### config.mk
export PLATFORM = sky130hd
export DESIGN_NAME = frfm_rule_match
export DESIGN_NICKNAME = d
export VERILOG_FILES = /design/src/rtl/firewall_rule_first_match_assert.svh /design/src/rtl/frfm_pkg.sv /design/src/rtl/frfm_rule_match.sv
export SDC_FILE = /design/constraint.sdc
export NUM_CORES = 1
export LEC_CHECK = 0
export BUFFER_PORTS_ARGS = -buffer_cell sky130_fd_sc_hd__buf_2
export CORE_AREA = 4 4 81 83
export DETAILED_ROUTE_END_ITERATION = 12
export DIE_AREA = 0 0 85 87
export PLACE_DENSITY_LB_ADDON = 0.2
export SLEW_MARGIN = 25
export SYNTH_ARGS = -nofsm -noshare
export SYNTH_HDL_FRONTEND = slang
export SYNTH_SLANG_ARGS = --single-unit
export TNS_END_PERCENT = 20
### constraint.sdc
create_clock -name vclk -period 3.1
set_input_delay 0.155 -clock vclk [all_inputs]
set_output_delay 0.155 -clock vclk [all_outputs]
set_load 0.005 [all_outputs]
### src/rtl/firewall_rule_first_match_assert.svh
// ----------------------------------------------------------------------------
// firewall_rule_first_match assertion macros
// Concurrent assertion wrappers clocked on clock; FRFM_ASSERT is gated by reset.
// ----------------------------------------------------------------------------
`ifndef FIREWALL_RULE_FIRST_MATCH_ASSERT_SVH
`define FIREWALL_RULE_FIRST_MATCH_ASSERT_SVH

`ifndef ASSERT_OFF
// property checked outside reset
`define FRFM_ASSERT(lbl, prop, msg) \
   lbl: assert property (@(posedge clock) disable iff (reset) prop) else $error(msg);
// property checked on every edge, reset included
`define FRFM_ASSERT_ALWAYS(lbl, prop, msg) \
   lbl: assert property (@(posedge clock) prop) else $error(msg);
`else
`define FRFM_ASSERT(lbl, prop, msg)
`define FRFM_ASSERT_ALWAYS(lbl, prop, msg)
`endif

`endif

### src/rtl/frfm_pkg.sv
// ----------------------------------------------------------------------------
// frfm_pkg
// Shared types, encodings and helper functions of the rule table block.
// ----------------------------------------------------------------------------
package frfm_pkg;

   localparam int TABLE_DEPTH = 64;
   localparam int INDEX_W     = 6;
   localparam int CNT_W       = 7;
   localparam int PORT_W      = 10;

   localparam logic [31:0] FULL_MASK = 32'hFFFF_FFFF;

   localparam logic       REQ_WRITE = 1'b0;
   localparam logic       REQ_MATCH = 1'b1;

   localparam logic [1:0] DIR_ANY = 2'd3;
   localparam logic [1:0] ACK_ANY = 2'd3;

   localparam logic [7:0] PROTO_ICMP  = 8'd1;
   localparam logic [7:0] PROTO_TCP   = 8'd6;
   localparam logic [7:0] PROTO_UDP   = 8'd17;
   localparam logic [7:0] PROTO_OTHER = 8'd255;
   localparam logic [7:0] PROTO_ANY   = 8'd143;

   localparam logic [15:0] PORT_HIGH = 16'd1023;
   localparam logic [5:0]  PREFIX_MAX = 6'd32;

   typedef enum logic [1:0] {
      ST_STORED   = 2'd0,
      ST_REJECTED = 2'd1,
      ST_MATCH    = 2'd2,
      ST_NO_MATCH = 2'd3
   } status_type;

   // stored rule: prefix lengths kept, masks rebuilt on read
   typedef struct packed {
      logic [1:0]        direction;
      logic [7:0]        protocol;
      logic [31:0]       src_ip;
      logic [31:0]       dst_ip;
      logic [5:0]        src_prefix_len;
      logic [5:0]        dst_prefix_len;
      logic [PORT_W-1:0] sport;
      logic [PORT_W-1:0] dport;
      logic [1:0]        ack;
      logic              action;
   } rule_entry_type;

   typedef struct packed {
      logic [1:0]  direction;
      logic [7:0]  protocol;
      logic [31:0] src_ip;
      logic [31:0] dst_ip;
      logic [15:0] sport;
      logic [15:0] dport;
      logic [1:0]  ack;
   } packet_type;

   typedef struct packed {
      logic                    wr_en;
      logic [INDEX_W-1:0]      wr_addr;
      logic                    rd_en;
      logic [INDEX_W-1:0]      rd_addr;
   } ram_ctrl_type;

   function automatic logic [31:0] prefix_mask(input logic [5:0] len);
      logic [31:0] m;
      if (len == 6'd0) begin
         m = 32'd0;
      end else begin
         m = FULL_MASK << (PREFIX_MAX - len);
      end
      return m;
   endfunction

   function automatic logic port_hit(input logic [PORT_W-1:0] rp, input logic [15:0] pp);
      logic [15:0] rp_w;
      rp_w = {{(16-PORT_W){1'b0}}, rp};
      return (rp_w == 16'd0) || ((rp_w == PORT_HIGH) && (pp >= PORT_HIGH)) || (rp_w == pp);
   endfunction

endpackage

### src/rtl/frfm_rule_match.sv
// ----------------------------------------------------------------------------
// frfm_rule_match
// Compares one stored rule against the held packet header.
// ----------------------------------------------------------------------------
module frfm_rule_match (
   input  frfm_pkg::rule_entry_type entry,
   input  frfm_pkg::packet_type     pkt,
   output logic                     hit
);
   import frfm_pkg::*;

   logic [31:0] smask;
   logic [31:0] dmask;
   logic        dir_hit;
   logic        proto_hit;
   logic        ack_hit;
   logic        ports_hit;
   logic        sip_hit;
   logic        dip_hit;

   assign smask = prefix_mask(entry.src_prefix_len);
   assign dmask = prefix_mask(entry.dst_prefix_len);

   assign dir_hit   = (entry.direction == DIR_ANY) || (entry.direction == pkt.direction);
   assign proto_hit = (entry.protocol == PROTO_ANY) || (entry.protocol == pkt.protocol);
   // ack only counts for TCP, ports ignored for ICMP
   assign ack_hit   = (pkt.protocol != PROTO_TCP) || (entry.ack == ACK_ANY) ||
                      (entry.ack == pkt.ack);
   assign ports_hit = (pkt.protocol == PROTO_ICMP) ||
                      (port_hit(entry.sport, pkt.sport) &&
                       port_hit(entry.dport, pkt.dport));
   assign sip_hit   = (entry.src_ip == 32'd0) || ((pkt.src_ip & smask) == (entry.src_ip & smask));
   assign dip_hit   = (entry.dst_ip == 32'd0) || ((pkt.dst_ip & dmask) == (entry.dst_ip & dmask));

   assign hit = dir_hit && proto_hit && ack_hit && ports_hit && sip_hit && dip_hit;

endmodule

; ---- After elaboration in Yosys (flattened, before gate mapping)
; Cells that the tools add are included.
[totals]
register_bits = 0
input_bits = 217
output_inout_bits = 1
word_cells = 51
[classes]
n_addsub = 2
n_lt_le_gt_ge = 2
n_eq_ne = 14
shift = 2
mux = 2
bitwise = 4
n_reduce_logical = 25
[op_table]
columns = op, n
row1 = $and 32x32->32, 4
row2 = $eq 32x32->1, 2
row3 = $logic_not 32->1, 2
row4 = $mux 32, 2
row5 = $shl 32x6->32 const A, 2
row6 = $eq 10x16->1, 2
row7 = $ge 16x10->1 const B, 2
row8 = $eq 10x10->1 const B, 2
row9 = $logic_not 10->1, 2
row10 = $logic_not 6->1, 2
row11 = $sub 6x6->6 const A, 2
row12 = $logic_or 1x1->1, 11
row13 = $eq 8x1->1 const B, 1
row14 = $eq 8x8->1, 1
row15 = $eq 8x8->1 const B, 1
row16 = $logic_and 1x1->1, 8
row17 = $ne 8x3->1 const B, 1
row18 = $eq 2x2->1, 2
row19 = $eq 2x2->1 const B, 2

; ---- Longest topological paths before layout
[depth]
ltp_word = 9
mapped_depth = 12
ltp_nobuf = 11

; ---- Least setup slack after synthesis
; No wires, ideal clock.
[synth_path]
kind = in2out
start = input port entry[24] in the netlist's numbering
end = output port hit
arrival_ns = 1.978
t_required_ns = 2.945
setup_slack_ns = 0.967
stages = 12
path_buffers = 1
cell_sequence = inv_1 ha_1 inv_1 ha_1 clkbuf_1 nor2b_1 a22oi_1 a41oi_1 nor4_1 a311o_1 o211ai_1 nor3_1
[synth_via]
elab_chain_cells = 7
word_cells_on_any_way = 9
cone_classes = add/sub: 1 / eq/ne: 1 / shift: 1 / mux: 1 / bitwise: 2 / reduce/logical: 3
[synth_rtl]
columns = element, line_no
row1 = from (decl), frfm_rule_match.sv:6  ; input frfm_pkg::rule_entry_type entry,
row2 = $sub 6x6->6, frfm_pkg.sv:72  ; m = FULL_MASK << (PREFIX_MAX - len);
row3 = $shl 32x6->32, frfm_pkg.sv:72
row4 = $mux 32 *, frfm_pkg.sv:69  ; if (len == 6'd0) begin
row5 = $and 32x32->32, frfm_rule_match.sv:33  ; assign dip_hit = (entry.dst_ip == 32'd0) || ((pkt.dst_ip & dmask) == (entry.dst_ip & dmask));
row6 = $eq 32x32->1 *, frfm_rule_match.sv:33
row7 = $logic_or 1x1->1 *, frfm_rule_match.sv:33
row8 = $logic_and 1x1->1 *, frfm_rule_match.sv:35  ; assign hit = dir_hit && proto_hit && ack_hit && ports_hit && sip_hit && dip_hit;
row9 = to (decl), frfm_rule_match.sv:8  ; output logic hit
; Every way passes the cells marked *; elsewhere a longest branch is shown, timed or not.

; ---- Worst setup path in the final report
; Ends and elaborated chain as after synthesis.

==> impl_metrics.tcl <==
set metrics [dict create \
    status "finished, final reports clean" \
    post_cts_resize_count 0 \
    yosysWarnings 0 \
    num-fill-cells 592 \
    synth_area_leaders "xor2_1, xnor2_1, nor4_1" \
    io_buffer_count 217 \
    fp.dieW_um 85 \
    min_period_ns 2.655 \
    rsz0062_at_grt "no" \
    core_area_mm2 0.005851 \
    drt_iter0_markers 122 \
    tightest_slew_ns 0.6041 \
    cp.arrival_ns 2.50 \
    die_h_um 87 \
    antenna_cells 0 \
    holdCritStartpoint "entry[28]" \
    drc 0 \
    grt_start_max_net_pins 13 \
    vias_per_cell 5.367 \
    nClkBuffers 0 \
    period_share_pct 85.66 \
    start_kind "input port" \
    n_sequential_cell 0 \
    grt_pass1_wl_mm 13.86 \
    syn_nets 549 \
    regArea_um2 0 \
    num_io_pins 218 \
    power_density_mw_per_mm2 137.0 \
    gp_congestion 0.8718 \
    synthTopCellsByCount "xor2_1, xnor2_1, nor4_1" \
    crit_type "input port to output pin" \
    vias 3279 \
    finalPower_w 0.0004695 \
    crit_path_end_kind "output pin" \
    wirelength_mm 9.073 \
    ir_drop_mv 0.07892 \
    hpwl_mm 8.275 \
    synth.largest_area_cell "xor2_1" \
    firstDrtPassIters 4 \
    finalNetCount 763 \
    drv_cap 0 \
    die_area_mm2 0.007395 \
    drive_gt1_share_pct 41.98 \
    synth_seq_area_share_pct 0 \
    grt_use_total_pct 22.05 \
    hold_viol 0 \
    row_count 28 \
    synth_cells 324 \
    synth.distinct_cells 53 \
    grt_pass1_vias 3225 \
    synth_most_common_cell "xor2_1" \
    syn-mean-instance-area_um2 7.055 \
    antenna_found_initial 0 \
    crit_required_ns 2.94 \
    synth_top_area_share_pct 23.37 \
    cts_setup_buffers 0 \
    setup_violations 0 \
    min_to "hit" \
    fmax_mhz 376.6 \
    routedWlPerCell_um 14.85 \
    path_max_fanout 9 \
    syn-cell-area_mm2 0.002286 \
    gr-total-overflow 0 \
    start_util_pct 39.07 \
    slew_headroom_pct 59.44 \
    hp-class "input port to output pin" \
    hold_depth 6 \
    cts_hold_buf 0 \
    area_delta_synth_final_pct 49.97 \
    cellLeakagePower_nw 1.644 \
    ant_nets 0 \
    slew_viol_final 0 \
    fin_tns_setup_ns 0 \
]
## placed cells by master (no fill, tap or decap), types with 8 or more instances in the layout
cell / count
nor2_1: 14
nand2_1: 20
buf_2: 217
xnor2_1: 36
nand4_1: 17
o22ai_1: 8
xor2_1: 61
o21ai_0: 13
ha_1: 8
nor3_1: 10
inv_1: 16
a21oi_1: 17
nor4_1: 32
## area by class of cell
class,count,area [um^2],share of cell area [%]
Timing Repair Buffer,217,1086,31.68
Inverter,16,60.06,1.752
Multi-Input combinational cell,303,2188,63.83
Tap cell,75,93.84,2.737
## per-stage QoR
stage	worst slack [ns]	utilization (%)	cells	area, um^2	hold slack [ns]
after CTS	0.4727	58.60	611	3428	0.9452
after global placement	0.5969	58.60	611	3428	0.9149
after global routing	0.1088	58.60	611	3428	1.035
after detailed placement	0.4727	58.60	611	3428	0.9442
final	0.4447	58.60	611	3428	0.9390
after floorplan	0.9667	-	324	2286	0.6369
## worst max path at each step
stage	from	end	slack, ns	cells after the start
2_1_floorplan	entry[24]	hit	0.97	12
3_3_place_gp	entry[24]	hit	0.60	13
3_5_place_dp	entry[24]	hit	0.47	13
4_1_cts	entry[24]	hit	0.47	13
5_1_grt	entry[30]	hit	0.11	11
6_report	entry[24]	hit	0.44	13
## logic make-up (layout without fill, tap and decap cells)
group                      count (synthesis)  in the layout  share of synthesized area [%]
AOI/OAI and AO/OA                         77             77                          23.37
xor gates and xnor gates                  98             98                          37.88
adders and majority gates                  8              8                          4.379
buffers and inverters                     21            233                          4.269
and+or+nand+nor                          120            120                          30.10
## report_power, final
group	total (W)	switching, W	leakage (nW)	internal, W
clock	0	0	0	0
sequential	0	0	0	0
combinational	0.000470	0.000237	1.64	0.000232
## worst max-delay path, stage by stage
cell and delay (ns):
buf_2 0.12, inv_1 0.07, ha_1 0.19, inv_1 0.07, ha_1 0.39, nor2b_1 0.19
a22oi_1 0.17, a41oi_1 0.13, nor4_1 0.41, a311o_1 0.23, o211ai_1 0.08, nor3_1 0.15
buf_2 0.15
## layer usage
metal / vias to the layer above / track usage (%) / wire length, um
met1: 1441 / 25.76 / 3441
met2: 159 / 42.16 / 4583
met5: - / 0 / 0
met4: 0 / 3.597 / 131
met3: 12 / 3.974 / 917
li1: 1667 / - / -
No activity file was read; power rests on OpenSTA's default activity.
