$ cat src/rtl/firewall_rule_first_match_assert.svh
// ----------------------------------------------------------------------------
// firewall_rule_first_match assertion macros
// Concurrent assertion wrappers clocked on clock; FRFM_ASSERT is gated by reset.
// ----------------------------------------------------------------------------
`ifndef FIREWALL_RULE_FIRST_MATCH_ASSERT_SVH
`define FIREWALL_RULE_FIRST_MATCH_ASSERT_SVH

`ifndef ASSERT_OFF
// property checked outside reset
`define FRFM_ASSERT(lbl, prop, msg) \
   lbl: assert property (@(posedge clock) disable iff (reset) prop) else $error(msg);
// property checked on every edge, reset included
`define FRFM_ASSERT_ALWAYS(lbl, prop, msg) \
   lbl: assert property (@(posedge clock) prop) else $error(msg);
`else
`define FRFM_ASSERT(lbl, prop, msg)
`define FRFM_ASSERT_ALWAYS(lbl, prop, msg)
`endif

`endif

$ cat src/rtl/frfm_pkg.sv
// ----------------------------------------------------------------------------
// frfm_pkg
// Shared types, encodings and helper functions of the rule table block.
// ----------------------------------------------------------------------------
package frfm_pkg;

   localparam int TABLE_DEPTH = 64;
   localparam int INDEX_W     = 6;
   localparam int CNT_W       = 7;
   localparam int PORT_W      = 10;

   localparam logic [31:0] FULL_MASK = 32'hFFFF_FFFF;

   localparam logic       REQ_WRITE = 1'b0;
   localparam logic       REQ_MATCH = 1'b1;

   localparam logic [1:0] DIR_ANY = 2'd3;
   localparam logic [1:0] ACK_ANY = 2'd3;

   localparam logic [7:0] PROTO_ICMP  = 8'd1;
   localparam logic [7:0] PROTO_TCP   = 8'd6;
   localparam logic [7:0] PROTO_UDP   = 8'd17;
   localparam logic [7:0] PROTO_OTHER = 8'd255;
   localparam logic [7:0] PROTO_ANY   = 8'd143;

   localparam logic [15:0] PORT_HIGH = 16'd1023;
   localparam logic [5:0]  PREFIX_MAX = 6'd32;

   typedef enum logic [1:0] {
      ST_STORED   = 2'd0,
      ST_REJECTED = 2'd1,
      ST_MATCH    = 2'd2,
      ST_NO_MATCH = 2'd3
   } status_type;

   // stored rule: prefix lengths kept, masks rebuilt on read
   typedef struct packed {
      logic [1:0]        direction;
      logic [7:0]        protocol;
      logic [31:0]       src_ip;
      logic [31:0]       dst_ip;
      logic [5:0]        src_prefix_len;
      logic [5:0]        dst_prefix_len;
      logic [PORT_W-1:0] sport;
      logic [PORT_W-1:0] dport;
      logic [1:0]        ack;
      logic              action;
   } rule_entry_type;

   typedef struct packed {
      logic [1:0]  direction;
      logic [7:0]  protocol;
      logic [31:0] src_ip;
      logic [31:0] dst_ip;
      logic [15:0] sport;
      logic [15:0] dport;
      logic [1:0]  ack;
   } packet_type;

   typedef struct packed {
      logic                    wr_en;
      logic [INDEX_W-1:0]      wr_addr;
      logic                    rd_en;
      logic [INDEX_W-1:0]      rd_addr;
   } ram_ctrl_type;

   function automatic logic [31:0] prefix_mask(input logic [5:0] len);
      logic [31:0] m;
      if (len == 6'd0) begin
         m = 32'd0;
      end else begin
         m = FULL_MASK << (PREFIX_MAX - len);
      end
      return m;
   endfunction

   function automatic logic port_hit(input logic [PORT_W-1:0] rp, input logic [15:0] pp);
      logic [15:0] rp_w;
      rp_w = {{(16-PORT_W){1'b0}}, rp};
      return (rp_w == 16'd0) || ((rp_w == PORT_HIGH) && (pp >= PORT_HIGH)) || (rp_w == pp);
   endfunction

endpackage

$ cat src/rtl/frfm_rule_check.sv
// ----------------------------------------------------------------------------
// frfm_rule_check
// Validates the encodings of a rule write and packs it into a table entry.
// ----------------------------------------------------------------------------
module frfm_rule_check (
   input  logic [5:0]               rule_index,
   input  logic [1:0]               direction,
   input  logic [7:0]               protocol,
   input  logic [31:0]              src_ip,
   input  logic [31:0]              dst_ip,
   input  logic [5:0]               src_prefix_len,
   input  logic [5:0]               dst_prefix_len,
   input  logic [15:0]              sport,
   input  logic [15:0]              dport,
   input  logic [1:0]               ack,
   input  logic                     rule_action,
   output logic                     rule_ok,
   output frfm_pkg::rule_entry_type entry
);
   import frfm_pkg::*;

   logic index_ok;
   logic proto_ok;

   assign index_ok = {1'b0, rule_index} < CNT_W'(TABLE_DEPTH);
   assign proto_ok = (protocol == PROTO_ICMP) || (protocol == PROTO_TCP) ||
                     (protocol == PROTO_UDP)  || (protocol == PROTO_OTHER) ||
                     (protocol == PROTO_ANY);

   assign rule_ok = index_ok && proto_ok &&
                    (direction != 2'd0) && (ack != 2'd0) &&
                    (src_prefix_len <= PREFIX_MAX) && (dst_prefix_len <= PREFIX_MAX) &&
                    (sport <= PORT_HIGH) && (dport <= PORT_HIGH);

   // ports fit in PORT_W bits once checked
   always_comb begin
      entry.direction      = direction;
      entry.protocol       = protocol;
      entry.src_ip         = src_ip;
      entry.dst_ip         = dst_ip;
      entry.src_prefix_len = src_prefix_len;
      entry.dst_prefix_len = dst_prefix_len;
      entry.sport          = sport[PORT_W-1:0];
      entry.dport          = dport[PORT_W-1:0];
      entry.ack            = ack;
      entry.action         = rule_action;
   end

endmodule

$ cat config.mk
export PLATFORM = sky130hd
export DESIGN_NAME = frfm_rule_check
export DESIGN_NICKNAME = d
export VERILOG_FILES = /design/src/rtl/firewall_rule_first_match_assert.svh /design/src/rtl/frfm_pkg.sv /design/src/rtl/frfm_rule_check.sv
export SDC_FILE = /design/constraint.sdc
export NUM_CORES = 1
export LEC_CHECK = 0
export BUFFER_PORTS_ARGS = -buffer_cell sky130_fd_sc_hd__clkbuf_2
export CORE_AREA = 3 3 91 93
export DETAILED_ROUTE_END_ITERATION = 6
export DIE_AREA = 0 0 94 96
export PLACE_DENSITY = 0.61
export SLEW_MARGIN = 15
export SYNTH_ARGS = -nofsm -noshare
export SYNTH_HDL_FRONTEND = slang
export SYNTH_SLANG_ARGS = --single-unit
$ cat constraint.sdc
create_clock -name vclk -period 1
set_clock_uncertainty 0.05 [all_clocks]
set_input_delay 0 -clock vclk [all_inputs]
set_output_delay 0 -clock vclk [all_outputs]
set_load 0.02 [all_outputs]
**Yosys cells after proc, flatten, opt, wreduce, memory -nomap -nowiden**

Index checks and enable logic that the tools add are counted.

- Magnitude comparators: 4
- Reduce and logical (&&, ||, !) cells: 12
- Equal/unequal tests: 5

Operator list:

| kind | number |
|---|---|
| $le 16x10->1 const B | 2 |
| $eq 8x8->1 const B | 2 |
| $le 6x6->1 const B | 2 |
| $eq 8x1->1 const B | 1 |
| $eq 8x3->1 const B | 1 |
| $eq 8x5->1 const B | 1 |
| $logic_and 1x1->1 | 6 |
| $logic_or 1x1->1 | 4 |
| $reduce_bool 2->1 | 2 |

- Input port bits: 127
- Logic and storage cells: 21
- Register bits: 0

**Longest topological paths before layout**

Gate-level depths: netlist of the first run.

- Word-level depth: 11
- Mapped depth: 4

**Worst setup path before layout of the first run**

No wires, ideal clock.

- Kind: input port to output port
- From: input port sport[10]
- To: output port rule_ok
- Arrival: 1221 ps
- Stages: 4
- Path slack: -271 ps
- Buffers on the path: 0
- Cells stage by stage: or4_1 a21oi_1 nand3_1 nor4_2

- Longest elaborated chain between the ends: 3

RTL lines:

| item | line | text |
|---|---|---|
| from (decl) | frfm_rule_check.sv:13 | `input logic [15:0] sport,` |
| $le 16x10->1 | frfm_rule_check.sv:33 | `(sport <= PORT_HIGH) && (dport <= PORT_HIGH);` |
| $logic_and 1x1->1 | frfm_rule_check.sv:32 | `(src_prefix_len <= PREFIX_MAX) && (dst_prefix_len <= PREFIX_MAX) &&` |
| $logic_and 1x1->1 | frfm_rule_check.sv:33 |  |
| to (decl) | frfm_rule_check.sv:17 | `output logic rule_ok,` |

Every way passes these cells.

**Final worst setup path of the first run**

- From: input port dst_prefix_len[4]
- To: output port rule_ok

- Longest elaborated chain between the ends: 4

RTL lines:

| item | line | text |
|---|---|---|
| from (decl) | frfm_rule_check.sv:12 | `input logic [5:0] dst_prefix_len,` |
| $le 6x6->1 | frfm_rule_check.sv:32 |  |
| $logic_and 1x1->1 (2 in series) | frfm_rule_check.sv:32 |  |
| $logic_and 1x1->1 | frfm_rule_check.sv:33 |  |

Every way passes these cells.

==> Implementation_results.wiki, run 1 <==
{| class="wikitable"
! Metric !! Value
|-
| Dominant cells by area after synthesis || sky130_fd_sc_hd__buf_4, sky130_fd_sc_hd__nor4_2, sky130_fd_sc_hd__or4_1
|-
| Leakage dissipation || between 0.6 and 0.7 nW
|-
| Final worst slack || -345 ps
|-
| Sequential cell fraction of total power || 0%
|-
| HPWL after detailed placement || between 1500 and 2000 µm
|-
| Full die area || 0.00902 mm²
|-
| Portion of total power attributed to combinational logic || 100.0%
|-
| Synthesized netlist cell count || 132
|-
| Pin count of the biggest net entering global routing || 6
|-
| Syn avg cell area || 7.39 µm²
|-
| Routed wire length per instance || about 12 µm
|-
| Number of synthesis warnings || 0
|-
| Max Cap Viol || 0
|-
| Max Transition Viols Final || 0
|-
| Cell type of the slowest stage on the worst timing path || sky130_fd_sc_hd__or4_4
|-
| Sequential cell area in the final layout || 0 µm²
|-
| Internal portion of total power || about 350 µW
|-
| I/O pin total || 237
|-
| Residual antenna-violating net count after detailed routing || 0
|-
| Starting DRT DRC Count || 7
|-
| Violations in the final reports || negative setup slack
|-
| Post-layout minimum cycle time || 1350 ps
|-
| Cell Rows || 32
|-
| Number of iterations in the first detailed-routing pass || 3
|-
| CP max stage delay || 530 ps
|-
| Kind of cell adding the most delay to the critical path || simple AND/OR/NAND/NOR gates
|-
| Data required time at the worst endpoint || 950 ps
|-
| Sum of buffers and inverters on the critical path || 2
|-
| Maximum fanout along the worst path || 2
|-
| DRC violation count after routing || 0
|-
| Wire length of the first global-routing pass || between 3000 and 4000 µm
|-
| Post-synth top area share || 83.8%
|-
| Tcrit/Tclk final || 135%
|-
| Type of the worst setup path || in -> out
|-
| Fraction of the yosys area taken by sequential cells || 0%
|-
| Slew at the pin with the worst max-slew slack || 313 ps
|-
| Via-to-Cell Ratio || approximately 3.3
|-
| Number of buffer cells added on primary ports || 61
|-
| Power density of the placed cells || 519 mW/mm²
|-
| X dimension of the die || 94 µm
|-
| Total core area || 0.00761 mm²
|-
| Weighted congestion at the end of routability-driven global placement || 0.525
|-
| Antenna violations before repair || 0
|-
| Distinct cells, synth || 15
|-
| Share of total power in the clock network || 0%
|-
| Area overhead of the layout relative to synthesis || 58.2%
|-
| Area of the mapped netlist || 976 µm²
|-
| Total Nets Final || approximately 300
|-
| Worst min-delay path category || in -> out
|-
| Total count of hold-check failures in the final report || 0
|-
| Nature of the critical path startpoint || input pin
|-
| Setup repair after global routing missed its margin || true
|-
| Overall power of the completed layout || approximately 800 µW
|-
| Via Count || 921
|-
| Die Y || 96 µm
|-
| Max frequency || ~740 MHz
|-
| Final setup violating endpoints || 1
|-
| Sequential cells || 0
|-
| P_sw || 452 µW
|-
| Clkbuf count || 0
|-
| Status || complete, but fails checks
|-
| All-layer global routing usage || a little over 5%
|-
| Net Sw Frac || between 50 and 60%
|-
| Initial Utilization || roughly an eighth
|-
| Worst VDD drop || 0.137 mV
|-
| Placed cell areas || 644 µm²
|-
| Number of buffers inserted to repair setup after CTS || 0
|-
| Total inserted antenna cells || 0
|-
| Arr. time, crit path || around 1300 ps
|-
| Type of destination of the critical path || primary output
|-
| Design Area, Final || about 0.0015 mm²
|-
| Via count of the first global-routing pass || 835
|-
| Commonest non-fill, non-tap cells in the layout || sky130_fd_sc_hd__dlygate4sd3_1, sky130_fd_sc_hd__clkbuf_2, sky130_fd_sc_hd__buf_4, sky130_fd_sc_hd__nand2_1
|-
| Worst rel slew slack || 79.1%
|-
| Dominant cell type by area after synthesis || sky130_fd_sc_hd__buf_4
|-
| Leading cell type in the layout, fill and taps excluded || sky130_fd_sc_hd__dlygate4sd3_1
|-
| Worst slack after detailed placement || -467 ps
|-
| Fraction of layout cells with a size suffix above 1 || 44.0%
|-
| Post-Route WL || between 3000 and 4000 µm
|-
| Mapped Nets || approximately 260
|-
| Total congestion overflow after global routing || 0
|-
| Cell Chain, Critical Path || buf_6 > or4_4 > o21ai_4 > nand2_2 > nor4_4 > clkbuf_8
|}
-- routing by layer --
layer	global-route usage [%]	part of all wire [%]	vias to the layer above
met2	13.1	63	122
li1	-	-	403
met4	0	0	0
met3	0.469	12	0
met5	0	0	-
met1	4.19	25	396
-- area by class of cell --
cell class	instances	area, µm²
Fill cell	838	6060
Timing Repair Buffer	152	1220
Multi-Input combinational cell	22	196
Tap cell	102	128
Inverter	1	3.75
-- worst paths after layout --
check,startpoint,endpoint,slack (ps),depth (start not counted)
worst max-delay path,dst_prefix_len[4],rule_ok,-350,6
worst min-delay path,dst_prefix_len[4],entry[27],170,2
-- through the flow --
step	TNS (ps)	util, %	hold WS (ps)	std cells
after global routing	-423	20.3	178	277
after global placement	-467	8.47	-49.9	192
after floorplan	-151	-	62.6	132
after detailed placement	-467	8.47	-49.9	192
final	-345	20.3	172	277
after CTS	-379	20.0	181	277
-- logic make-up after synthesis --
family | after synthesis | share of synthesized area [%]
AOI/OAI and AO/OA | 8 | 5.13
buffers and inverters | 110 | 84.2
and+or+nand+nor | 14 | 10.6
-- timing repair --
item	4_1_cts	5_1_grt
hold buffers	85	0
endpoints found under the setup margin	1	1
pin swaps	4	3
resized for setup	7	4
endpoints found under the hold margin	85	0
-- Yosys cell counts --
| library cell | number |
|---|---|
| sky130_fd_sc_hd__or4_1 | 3 |
| sky130_fd_sc_hd__nor2_1 | 1 |
| sky130_fd_sc_hd__nor4_2 | 2 |
| sky130_fd_sc_hd__a21oi_1 | 2 |
| sky130_fd_sc_hd__nor4_4 | 1 |
| sky130_fd_sc_hd__a22oi_1 | 1 |
| sky130_fd_sc_hd__nor3_1 | 1 |
| sky130_fd_sc_hd__inv_1 | 1 |
| sky130_fd_sc_hd__a211o_1 | 1 |
| sky130_fd_sc_hd__nand2_1 | 4 |
| sky130_fd_sc_hd__nand3_1 | 1 |
| sky130_fd_sc_hd__nand2b_1 | 1 |
| sky130_fd_sc_hd__o221ai_1 | 1 |
| sky130_fd_sc_hd__o21ai_0 | 3 |
| sky130_fd_sc_hd__buf_4 | 109 |
-- power groups by stage --
stage / Combinational (mW) / Clock, mW / Sequential (mW)
global placement: 0.261 / 0 / 0
finish: 0.802 / 0 / 0
detailed placement: 0.264 / 0 / 0
CTS: 0.797 / 0 / 0
floorplan: 0.667 / 0 / 0
global route: 0.845 / 0 / 0
Power figures use the tool's default switching activity.
==> inputs of run 2 (changes only) <==
--- a/config.mk
+++ b/config.mk
@@ -6,10 +6,10 @@
 export NUM_CORES = 1
 export LEC_CHECK = 0
 export BUFFER_PORTS_ARGS = -buffer_cell sky130_fd_sc_hd__clkbuf_2
-export CORE_AREA = 3 3 91 93
+export CORE_AREA = 3 3 92 94
 export DETAILED_ROUTE_END_ITERATION = 6
-export DIE_AREA = 0 0 94 96
-export PLACE_DENSITY = 0.61
+export DIE_AREA = 0 0 95 97
+export PLACE_DENSITY = 0.58
 export SLEW_MARGIN = 15
 export SYNTH_ARGS = -nofsm -noshare
 export SYNTH_HDL_FRONTEND = slang
==> constraint.sdc (replaced) <==
create_clock -name vclk -period 1.5
set_clock_uncertainty 0.05 [all_clocks]
set_input_delay 0 -clock vclk [all_inputs]
set_output_delay 0 -clock vclk [all_outputs]
set_load 0.02 [all_outputs]
==> run 2 against run 1 <==
The run now ends clean. First-iteration DRC count decreased by 71%. Worst setup slack improved by 420 ps. Largest power group unchanged. Count of clock-buffer cells in the layout unchanged. Critical path type unchanged. Die area increased by 2.1%. Power decreased by 36%. Final cell count decreased by 2.2%. Non-clock buffer count decreased by 6. Sequential share of layout area unchanged. Critical path depth unchanged.
==> Implementation_results.wiki, run 2 (synthesized netlist as in run 1, its figures left out) <==
{| class="wikitable"
! Metric !! Value
|-
| Wire length of the first global-routing pass || 4000 µm (+5.5%)
|-
| Via-to-Cell Ratio || 3.30 (-0.78%)
|-
| Max Cap Viol || 0 (unchanged)
|-
| Filler cells || 866 (+3.3%)
|-
| Starting DRT DRC Count || 2 (-5)
|-
| Overall power of the completed layout || 511 µW (-36%)
|-
| Total count of hold-check failures in the final report || 0 (unchanged)
|-
| Leading cell type in the layout, fill and taps excluded || sky130_fd_sc_hd__dlygate4sd3_1
|-
| Worst min-delay path category || in -> out
|-
| Cell type of the slowest stage on the worst timing path || sky130_fd_sc_hd__or4_1
|-
| Initial Utilization || 12.6% (-0.20 points)
|-
| Antenna violations before repair || 0 (unchanged)
|-
| Data required time at the worst endpoint || 1450 ps (+500 ps)
|-
| Weighted congestion at the end of routability-driven global placement || 0.509 (-3.1%)
|-
| Total core area || 0.00773 mm² (+1.6%)
|-
| X dimension of the die || 95 µm (+1.1%)
|-
| Post-layout minimum cycle time || 1420 ps
|-
| Logic depth of the worst path, buffers included || 6 (unchanged)
|-
| Post-Layout Cell Count || 271 (-2.2%)
|-
| Slew at the pin with the worst max-slew slack || 276 ps (-37.8 ps)
|-
| Post-Route WL || 3330 µm (+1.0%)
|-
| Via count of the first global-routing pass || 861 (+3.1%)
|-
| Routed wire length per instance || 12.3 µm (+3.3%)
|-
| Max frequency || between 700 and 800 MHz
|-
| Max Transition Viols Final || 0 (unchanged)
|-
| Launch instance of the worst min-delay path || src_prefix_len[0]
|-
| I/O pin total || 237 (unchanged)
|-
| Number of iterations in the first detailed-routing pass || 2 (-1)
|-
| Full die area || 0.00922 mm² (+2.1%)
|-
| Fraction of layout cells with a size suffix above 1 || 38.5% (-5.5 points)
|-
| Total Nets Final || 298 (-2.0%)
|-
| Sequential cell area in the final layout || 0 µm² (unchanged)
|-
| Setup repair after global routing missed its margin || false
|-
| Sum of buffers and inverters on the critical path || 2 (unchanged)
|-
| HPWL after detailed placement || 1930 µm (+2.2%)
|-
| Number of buffer cells added on primary ports || 61 (unchanged)
|-
| Pin count of the biggest net entering global routing || 6 (unchanged)
|-
| Total congestion overflow after global routing || 0 (unchanged)
|-
| Worst slack after detailed placement || -29.8 ps (+438 ps)
|-
| Type of destination of the critical path || primary output
|-
| Sequential cells || 0 (unchanged)
|-
| Power density of the placed cells || 354 mW/mm² (-32%)
|-
| Type of the worst setup path || in -> out
|-
| Commonest non-fill, non-tap cells in the layout || sky130_fd_sc_hd__dlygate4sd3_1, sky130_fd_sc_hd__clkbuf_2, sky130_fd_sc_hd__nand2_1, sky130_fd_sc_hd__o21ai_0, sky130_fd_sc_hd__or4_1
|-
| Via Count || 894 (-2.9%)
|-
| Leakage dissipation || 0.648 nW (-6.6%)
|-
| DRC violation count after routing || 0 (unchanged)
|-
| Nature of the critical path startpoint || input pin
|-
| Status || complete, no violations
|-
| Final worst slack || 79.7 ps (+425 ps)
|-
| Residual antenna-violating net count after detailed routing || 0 (unchanged)
|-
| Area overhead of the layout relative to synthesis || 48.1%
|-
| Capture point of the worst path || rule_ok
|-
| Sequential cell fraction of total power || 0% (unchanged)
|-
| Number of buffers inserted to repair setup after CTS || 0 (unchanged)
|-
| Launching instance or port of the critical path || sport[10]
|-
| Cell Rows || 32 (unchanged)
|-
| Die Y || 97 µm (+1.0%)
|-
| Share of total power in the clock network || 0% (unchanged)
|-
| Worst rel slew slack || 81.4% (+2.3 points)
|-
| Tcrit/Tclk final || 94.7%
|-
| Net Sw Frac || 57.2% (+0.92 points)
|-
| Clkbuf count || 0 (unchanged)
|-
| Number of cells in the design after placement || 186 (-3.1%)
|-
| All-layer global routing usage || 5.35% (+0.17 points)
|-
| Internal portion of total power || 219 µW (-38%)
|-
| Kind of cell adding the most delay to the critical path || simple AND/OR/NAND/NOR gates
|-
| Cell Chain, Critical Path || clkbuf_2 > or4_1 > a21oi_2 > nand3_1 > nor4_2 > buf_2
|-
| Arr. time, crit path || 1370 ps (+70 ps)
|-
| Portion of total power attributed to combinational logic || 100.0% (about the same)
|-
| Maximum fanout along the worst path || 1 (-1)
|-
| CP max stage delay || 570 ps (+40 ps)
|-
| Final setup violating endpoints || 0 (-1)
|-
| Total inserted antenna cells || 0 (unchanged)
|-
| P_sw || 293 µW (-35%)
|-
| Worst VDD drop || 0.0852 mV (-38%)
|}
-- run 2: changes by cell type in the layout (fill, tap and decap cells not counted), sizes merged --
cell / delta
buf: -6
-- run 2: metrics by stage --
stage	TNS, ps	util [%]	area (µm²)	hold slack [ps]
CTS	0	18.7	1450	180
finish	0	18.7	1450	178
detailed placement	-29.8	7.64	591	-49.9
floorplan	0	-	976	62.6
global route	0	18.7	1450	192
global placement	-9.69	7.64	591	-49.9
-- run 2: worst min path at each step --
stage	to	slack [ps]	cells after the start
floorplan	entry[0]	60	1
global placement	entry[40]	-50	0
detailed placement	entry[40]	-50	0
global route	entry[30]	190	2
CTS	entry[29]	180	2
finish	entry[29]	180	2
-- run 2: metal layers --
metal	vias up	routed length, µm	GRT usage [%]
met1	381	804	3.60
met4	0	0	0
met2	123	2120	14.1
li1	390	-	-
met5	-	0	0
met3	0	407	0.156
-- run 2: cell type report --
cell class | instances | area, µm² | area share (%)
Tap cell | 102 | 128 | 8.83
Multi-Input combinational cell | 22 | 158 | 10.9
Inverter | 1 | 3.75 | 0.260
Timing Repair Buffer | 146 | 1160 | 80.0
-- run 2: power by group through the flow --
stage	clock, mW	combinational [mW]	sequential (mW)
final	0	0.511	0
after CTS	0	0.515	0
after global placement	0	0.159	0
after global routing	0	0.537	0
after floorplan	0	0.442	0
after detailed placement	0	0.162	0
-- run 2: repair_timing --
item / CTS / global route
endpoints found under the setup margin: 1 / 1
hold buffers: 85 / 0
hold endpoints to repair: 85 / 0
resized for setup: 1 / 1
==> inputs of run 3 (changes only) <==
--- a/config.mk
+++ b/config.mk
@@ -6,10 +6,10 @@
 export NUM_CORES = 1
 export LEC_CHECK = 0
 export BUFFER_PORTS_ARGS = -buffer_cell sky130_fd_sc_hd__clkbuf_2
-export CORE_AREA = 3 3 92 94
+export CORE_AREA = 3 3 91 93
 export DETAILED_ROUTE_END_ITERATION = 6
-export DIE_AREA = 0 0 95 97
-export PLACE_DENSITY = 0.58
+export DIE_AREA = 0 0 94 96
+export PLACE_DENSITY = 0.59
 export SLEW_MARGIN = 15
 export SYNTH_ARGS = -nofsm -noshare
 export SYNTH_HDL_FRONTEND = slang
==> constraint.sdc (replaced) <==
create_clock -name vclk -period 1.7
set_clock_uncertainty 0.05 [all_clocks]
set_input_delay 0 -clock vclk [all_inputs]
set_output_delay 0 -clock vclk [all_outputs]
set_load 0.02 [all_outputs]
==> run 3 against run 2 <==
Core utilization is 0.25 points higher. Final cell count stayed put. Worst setup slack better by 200 ps. Count of clock-buffer cells in the layout stayed put. Largest cell class unchanged. Die area is 2.1% lower. Combinational power is 12% lower. Via count is 1.5% higher. Critical path depth stayed put. Design area is 0.26% lower.
==> Implementation_results.wiki, run 3 (synthesized netlist as in run 1, its figures left out) <==
{| class="wikitable"
! Metric !! Value
|-
| Overall power of the completed layout || 451 µW (-12%)
|-
| Total Nets Final || 298 (unchanged)
|-
| All-layer global routing usage || 4.94% (-0.41 points)
|-
| Most Frequent Cell on Critical Path || sky130_fd_sc_hd__clkbuf_2
|-
| Pin count of the biggest net entering global routing || 6 (unchanged)
|-
| Number of buffer cells added on primary ports || 61 (unchanged)
|-
| Power density of the placed cells || 313 mW/mm² (-12%)
|-
| Via-to-Cell Ratio || 3.35 (+1.5%)
|-
| Routed wire length per instance || 12.5 µm (+1.6%)
|-
| Slew at the pin with the worst max-slew slack || 242 ps (-33.8 ps)
|-
| Wire length of the first global-routing pass || 3610 µm (-9.8%)
|-
| Initial Utilization || 12.8% (+0.20 points)
|-
| Post-Route Setup TNS || 0 ps (unchanged)
|-
| Residual antenna-violating net count after detailed routing || 0 (unchanged)
|-
| Status || complete, no violations
|-
| Type of the worst setup path || in -> out
|-
| Worst slack after detailed placement || 214 ps (+244 ps)
|-
| Data required time at the worst endpoint || 1650 ps (+200 ps)
|-
| CP max stage delay || 560 ps (about the same)
|-
| Leading cell type in the layout, fill and taps excluded || sky130_fd_sc_hd__dlygate4sd3_1
|-
| Total congestion overflow after global routing || 0 (unchanged)
|-
| Kind of cell adding the most delay to the critical path || simple AND/OR/NAND/NOR gates
|-
| Max Transition Viols Final || 0 (unchanged)
|-
| Sequential cell area in the final layout || 0 µm² (unchanged)
|-
| Cell Chain, Critical Path || clkbuf_2 > or4_1 > a21oi_1 > nand3_1 > nor4_2 > clkbuf_2
|-
| Filler cells || 848 (-2.1%)
|-
| HPWL after detailed placement || 2090 µm (+8.6%)
|-
| Nature of the critical path startpoint || input pin
|-
| Area overhead of the layout relative to synthesis || 47.7%
|-
| Full die area || 0.00902 mm² (-2.1%)
|-
| Number of buffers inserted to repair setup after CTS || 0 (unchanged)
|-
| Arr. time, crit path || 1370 ps (about the same)
|-
| X dimension of the die || 94 µm (-1.1%)
|-
| Clkbuf count || 0 (unchanged)
|-
| Type of destination of the critical path || primary output
|-
| Tcrit/Tclk final || 83.8%
|-
| Max frequency || 702 MHz
|-
| Starting DRT DRC Count || 4 (+2)
|-
| Setup repair after global routing missed its margin || false
|-
| Fraction of layout cells with a size suffix above 1 || 37.9% (-0.59 points)
|-
| Leakage dissipation || 0.648 nW (-0.10%)
|-
| Sum of buffers and inverters on the critical path || 2 (unchanged)
|-
| Commonest non-fill, non-tap cells in the layout || sky130_fd_sc_hd__dlygate4sd3_1, sky130_fd_sc_hd__clkbuf_2, sky130_fd_sc_hd__nand2_1, sky130_fd_sc_hd__o21ai_0, sky130_fd_sc_hd__or4_1
|-
| Final setup violating endpoints || 0 (unchanged)
|-
| Post-Layout Cell Count || 271 (unchanged)
|-
| Final worst slack || 275 ps (+196 ps)
|-
| Die Y || 96 µm (-1.0%)
|-
| Number of cells in the design after placement || 186 (unchanged)
|-
| Cell type of the slowest stage on the worst timing path || sky130_fd_sc_hd__or4_1
|-
| Max Cap Viol || 0 (unchanged)
|-
| Post-layout minimum cycle time || 1420 ps
|-
| Worst rel slew slack || 83.8% (+2.4 points)
|-
| Number of iterations in the first detailed-routing pass || 3 (+1)
|-
| Antenna violations before repair || 2 (+2)
|-
| Worst VDD drop || 0.106 mV (+25%)
|-
| Worst min-delay path category || in -> out
|-
| Via Count || 907 (+1.5%)
|-
| Weighted congestion at the end of routability-driven global placement || 0.509 (about the same)
|-
| Total inserted antenna cells || 0 (unchanged)
|-
| Cell Rows || 32 (unchanged)
|-
| Post-Route WL || 3380 µm (+1.6%)
|-
| Via count of the first global-routing pass || 775 (-10%)
|-
| I/O pin total || 237 (unchanged)
|-
| Maximum fanout along the worst path || 1 (unchanged)
|-
| Final design utilization || 18.9% (+0.25 points)
|-
| DRC violation count after routing || 0 (unchanged)
|-
| Total count of hold-check failures in the final report || 0 (unchanged)
|-
| Sequential cells || 0 (unchanged)
|-
| Multi-input logic area || 154 µm² (-2.4%)
|-
| Total core area || 0.00761 mm² (-1.6%)
|}
run 3: cell type report:
type / instances / share of cell area (%)
inverters: 1 / 0.260
repair buffers: 146 / 80.2
well taps: 102 / 8.85
multi-input cells: 22 / 10.7
run 3: per-layer routing:
layer | global-route usage (%) | up-vias | wire, µm
met5 | 0 | - | 21
met3 | 2.03 | 4 | 590
met4 | 0 | 4 | 10
met1 | 3.91 | 382 | 838
met2 | 11.4 | 128 | 1920
li1 | - | 389 | -
run 3: path summary, 6_finish.rpt:
path / endpoint / depth (start not counted) / start / slack (ps)
worst max-delay path: rule_ok / 6 / sport[10] / 280
worst min-delay path: entry[32] / 2 / src_prefix_len[3] / 180
run 3: report_power, final:
group | switching, mW | internal [mW]
combinational | 0.258 | 0.193
sequential | 0 | 0
clock | 0 | 0
total | 0.258 | 0.193
run 3: what timing repair did:
action	4_1_cts	5_1_grt
hold endpoints to repair	85	0
hold buffers	85	0
gates resized for setup	0	0
run 3: metrics by stage:
step | area, µm² | hold WS (ps)
after CTS | 1440 | 180
after detailed placement | 591 | -49.9
final | 1440 | 176
after floorplan | 976 | 62.6
after global placement | 591 | -49.9
after global routing | 1440 | 189
